**src/rtl/pileup_allele_counter_core_assert.svh**
```systemverilog
// Assertion macros for the RTL modules; pac_ctrl includes them.
`ifndef PILEUP_ALLELE_COUNTER_CORE_ASSERT_SVH
`define PILEUP_ALLELE_COUNTER_CORE_ASSERT_SVH

// Check that cons holds in the same cycle as ante.
`define PAC_ASSERT_SAME(label, clk, rst, ante, cons) \
   label: assert property (@(posedge clk) disable iff (rst) (ante) |-> (cons)) \
      else $error("pileup allele counter assertion failed");

// Check that cons holds in the cycle after ante.
`define PAC_ASSERT_NEXT(label, clk, rst, ante, cons) \
   label: assert property (@(posedge clk) disable iff (rst) (ante) |=> (cons)) \
      else $error("pileup allele counter assertion failed");

`endif

```
**src/rtl/pac_pkg.sv**
```systemverilog
package pac_pkg;

   localparam int BASE_BITS        = 8;
   localparam int NUM_BINS         = 256;
   localparam int BIN_BITS         = $clog2(NUM_BINS);
   localparam int DEF_COUNT_BITS   = 16;
   localparam int FIELD_COUNT_BITS = 16;
   localparam int OTHER_BITS       = 24;

   localparam logic [BASE_BITS-1:0] CHAR_N       = 8'd78;
   localparam logic [BASE_BITS-1:0] CHAR_DOT     = 8'd46;
   localparam logic [BASE_BITS-1:0] CHAR_LOWER_A = 8'd97;
   localparam logic [BASE_BITS-1:0] CHAR_LOWER_Z = 8'd122;
   localparam logic [BASE_BITS-1:0] CASE_OFFSET  = 8'd32;

   localparam logic KIND_BASE   = 1'b0;
   localparam logic KIND_FINISH = 1'b1;

   // Commands from the controller to the datapath.
   typedef struct packed {
      logic                load_base;
      logic                load_finish;
      logic [BIN_BITS-1:0] walk_addr;
      logic                inc;
      logic                acc;
      logic                emit;
   } pac_cmd_type;

   // Status from the datapath to the controller.
   typedef struct packed {
      logic req_kind;
      logic req_is_n;
      logic req_single;
      logic rsp_free;
   } pac_stat_type;

   // Map a..z to A..Z, leave other codes alone.
   function automatic logic [BASE_BITS-1:0] to_upper(input logic [BASE_BITS-1:0] c);
      logic [BASE_BITS-1:0] r;
      r = c;
      if (c >= CHAR_LOWER_A && c <= CHAR_LOWER_Z) begin
         r = c - CASE_OFFSET;
      end
      return r;
   endfunction

endpackage

```
**src/rtl/pac_ctrl.sv**
```systemverilog
module pac_ctrl (
   input  logic                  clock,
   input  logic                  reset,
   input  logic                  req_valid,
   output logic                  req_ready,
   input  pac_pkg::pac_stat_type stat,
   output pac_pkg::pac_cmd_type  cmd
);
   import pac_pkg::*;
   `include "pileup_allele_counter_core_assert.svh"

   localparam logic [2:0] S_IDLE = 3'd0;
   localparam logic [2:0] S_INC  = 3'd1;
   localparam logic [2:0] S_WALK = 3'd2;
   localparam logic [2:0] S_TAIL = 3'd3;
   localparam logic [2:0] S_EMIT = 3'd4;

   logic [2:0]          state_ff, state_in;
   logic [BIN_BITS-1:0] cnt_ff, cnt_in;
   logic                accept;

   // Sequence base updates and the histogram walk.
   always_comb begin
      state_in      = state_ff;
      cnt_in        = cnt_ff;
      cmd           = '0;
      cmd.walk_addr = cnt_ff;
      req_ready     = (state_ff == S_IDLE);
      accept        = req_valid && req_ready;
      unique case (state_ff)
         S_IDLE: begin
            if (accept) begin
               if (stat.req_kind == KIND_FINISH) begin
                  cmd.load_finish = 1'b1;
                  cnt_in          = '0;
                  state_in        = stat.req_single ? S_WALK : S_EMIT;
               end else if (!stat.req_is_n) begin
                  cmd.load_base = 1'b1;
                  state_in      = S_INC;
               end
            end
         end
         S_INC: begin
            cmd.inc  = 1'b1;
            state_in = S_IDLE;
         end
         S_WALK: begin
            cmd.acc = (cnt_ff != '0);
            cnt_in  = cnt_ff + 1'b1;
            if (cnt_ff == '1) begin
               state_in = S_TAIL;
            end
         end
         S_TAIL: begin
            cmd.acc  = 1'b1;
            state_in = S_EMIT;
         end
         S_EMIT: begin
            if (stat.rsp_free) begin
               cmd.emit = 1'b1;
               state_in = S_IDLE;
            end
         end
         default: begin
            state_in = S_IDLE;
         end
      endcase
   end

   // Advance state and walk counter.
   always_ff @(posedge clock) begin
      if (reset) begin
         state_ff <= S_IDLE;
         cnt_ff   <= '0;
      end else begin
         state_ff <= state_in;
         cnt_ff   <= cnt_in;
      end
   end

   `PAC_ASSERT_SAME(a_emit_slot_free, clock, reset, cmd.emit, stat.rsp_free)
   `PAC_ASSERT_NEXT(a_walk_ends, clock, reset, state_ff == S_WALK && cnt_ff == '1, state_ff == S_TAIL)
   `PAC_ASSERT_NEXT(a_tail_to_emit, clock, reset, state_ff == S_TAIL, state_ff == S_EMIT)
   `PAC_ASSERT_NEXT(a_base_updates, clock, reset, cmd.load_base, state_ff == S_INC && cmd.inc)
endmodule

```
**config.mk**
```make
export PLATFORM = sky130hd
export DESIGN_NAME = pac_ctrl
export DESIGN_NICKNAME = d
export VERILOG_FILES = /design/src/rtl/pac_pkg.sv /design/src/rtl/pac_ctrl.sv
export VERILOG_INCLUDE_DIRS = /design/src /design/src/rtl
export SDC_FILE = /design/constraint.sdc
export NUM_CORES = 1
export LEC_CHECK = 0
export CELL_PAD_IN_SITES_DETAIL_PLACEMENT = 1
export CELL_PAD_IN_SITES_GLOBAL_PLACEMENT = 1
export CORE_ASPECT_RATIO = 0.7
export CORE_UTILIZATION = 30
export DETAILED_ROUTE_END_ITERATION = 8
export DONT_BUFFER_PORTS = 1
export PLACE_DENSITY = 0.57
export SKIP_CTS_REPAIR_TIMING = 1
export SYNTH_ARGS = -nofsm -noshare
export SYNTH_HDL_FRONTEND = slang
export SYNTH_SLANG_ARGS = --single-unit
```
**constraint.sdc**
```tcl
create_clock -name clock -period 2.05 [get_ports clock]
set_clock_uncertainty 0.1 [all_clocks]
set_input_delay 0.205 -clock clock [delete_from_list [all_inputs] [get_ports clock]]
set_output_delay 0.205 -clock clock [all_outputs]
set_load 0.005 [all_outputs]
```
==> reports/metrics.cfg <==
[grt]
grt_max_degree=12
grt.overflow.total=0
grt_pass1_vias=647
grt_pass1_wl_um=3380
antenna_found_initial=0
grt_use_total_pct=19.0

[synthesis]
synthTopCellsByArea=dfxtp_1, a21oi_1, nand2_1, nor2_1, ha_1
avgSynthCellArea_um2=7.81
ys.flop_type=dfxtp_1
async_flop_share_pct=0
yosysTopAreaCellShare_pct=32.8
post-synth-top-area-cell=dfxtp_1
yosysSeqAreaShare_pct=32.8
syn_inst=86
yosysMostFrequentCell=dfxtp_1
ys_types=38
synth_nets=95
synthTopCellsByCount=dfxtp_1, nand2_1, a21oi_1, nor2_1, o21ai_0
synth_edf_count=0
synthesis.area_um2=672
ys_warn_count=0
ys_seq_elements=11

[critical_path]
worstPathCellList=nor3_1, nand2_1, nor3_1
cp_top_family=simple AND/OR/NAND/NOR gates
crit_path_max_incr_delay_ns=0.55
crit_required_ns=1.75
critPathBufInv=0
crit_top_cell=nor3_1
crit_cells=3
crit_arrival_ns=1.56
timing.rr.start=state_ff[1]
rr_endpoint=cnt_ff[7]
cp_max_fo=10
ff2ff_setup_slack_ns=0.30
reg2reg_depth=3
slowest_stage=nor3_1
critPathKind=reg -> out
cp-end-kind=primary output
start_kind=flop

[floorplanning]
die_h_um=41.6
die_x_um=58.6
core_area_um2=1980
initial_core_util_pct=33.9
io_pins=21
die-area_um2=2440
num_rows=13

[clocking]
insertion_delay_ns=0.29
clk_pin_slew_ns=0.08
cts_buffers=3
cts_tree=built
htree_levels=1
clock_path_buffers=2
clock-root-buffer=clkbuf_4
clock-sinks=11

[final_layout]
syn_to_final_growth_pct=9.50
multi_input_comb_area_um2=413
design_area_um2=736
final_layout_size_suffix_gt1_share_pct=7.87
finalNetCount=99
num_antenna_cells=0
nFillCells=256
seq_area_um2=220

[routing]
wl_per_cell_um=17.3
dr.pass1.iters=4
detail_route.iter0.violations=25
drc=0
vias_per_cell=5.70
wl_um=2060
dr_total_vias=678
drtAntennaViolNets=0

[sta]
period_share_pct=90.8
rsz0062_at_grt=false
tightest_slew_ns=0.594
setup_tns_ns=0
finalSetupViolCount=0
slew_viol_final=0
relSlewSlack_pct=60.1
hold_violations=0
clock.fmax_mhz=537
fin_crit_ns=1.86
holdWs_ns=0.0217

[power]
combPwrFrac_pct=14.8
p_total_w=0.000462
p_per_area_nw_per_um2=628
internal-power_w=0.000322
p_sw_w=0.000140
clkPwrFrac_pct=35.3
p_leak_nw=0.242
sequentialPowerShare_pct=49.9
peakVddDrop_uv=203
swShare_pct=30.3

[min_path]
hold_end=state_ff[1]
min_path_cells=2
hp-class=in -> reg
min-delay-start=stat[1]

[placement]
dp_hpwl_um=1450
place_area_um2=689
routabilityCongestion=0.761
portBuffers=0

[job]
cap_viol_max_count=0

[outcome]
status=finished clean

-- final cells by class --
class                   count  share of cell area, %
well taps                  30                   5.10
inverters                   3                   1.53
clock buffers               4                   3.57
repair buffers              3                   3.74
flip-flops and latches     11                   29.9
multi-input cells          68                   56.1
-- placed cells by master, fill, tap and decap left out, types with 2 or more instances in the layout --
master	n
dlygate4sd3_1	2
ha_1	2
and3_1	2
clkbuf_4	3
nand3b_1	2
nand2_1	9
nand3_1	3
inv_1	3
nor3_1	4
a311oi_1	2
nor2_1	8
nor4_1	2
a21oi_1	8
o21ai_0	5
dfxtp_1	11
-- kinds of logic (layout without fill, tap and decap cells) --
logic type	Yosys count	in the layout	share of synthesized area, %
AOI/OAI and AO/OA	23	23	22.0
adders and majority gates	2	2	3.72
buffers and inverters	7	10	5.77
DFF	11	11	32.8
and+or+nand+nor	43	43	35.8
-- per-layer routing --
metal / global-route usage [%] / up-vias / share of wire [%]
li1: - / 327 / -
met1: 26.9 / 324 / 51
met2: 24.6 / 21 / 42
met3: 6.85 / 6 / 4.8
met4: 10.0 / 0 / 2.7
met5: 0 / - / 0
-- state kept, by name, summed over array words and instances (netlist names) --
register  cells
state_ff      3
cnt_ff        8
-- how the worst max path moves through the flow --
| stage | startpoint | end | slack, ns |
|---|---|---|---|
| 3_5_place_dp | cnt_ff[2] | cnt_ff[7] | 0.34 |
| 5_1_grt | state_ff[2] | cmd[12] | 0.01 |
| 6_report | state_ff[2] | cmd[12] | 0.19 |
| 2_1_floorplan | cnt_ff[0] | cnt_ff[7] | 0.51 |
| 3_3_place_gp | state_ff[1] | cnt_ff[6] | 0.34 |
| 4_1_cts | state_ff[2] | cmd[12] | 0.17 |
-- metrics by stage --
| step | std cells | utilization, % | setup slack (ns) |
|---|---|---|---|
| after CTS | 117 | 36.1 | 0.172 |
| after detailed placement | 113 | 34.7 | 0.338 |
| after global placement | 113 | 34.7 | 0.344 |
| after global routing | 119 | 37.1 | 0.0114 |
| final | 119 | 37.1 | 0.189 |
| after floorplan | 86 | - | 0.511 |
-- power by group through the flow --
stage / clock, W / sequential, W / combinational [W]
after floorplan: 0 / 0.000225 / 0.0000607
after global placement: 0 / 0.000234 / 0.0000606
after detailed placement: 0 / 0.000235 / 0.0000605
after CTS: 0.000165 / 0.000230 / 0.0000612
after global routing: 0.000181 / 0.000232 / 0.0000769
final: 0.000163 / 0.000230 / 0.0000682
No activity file was read; power rests on OpenSTA's default activity.
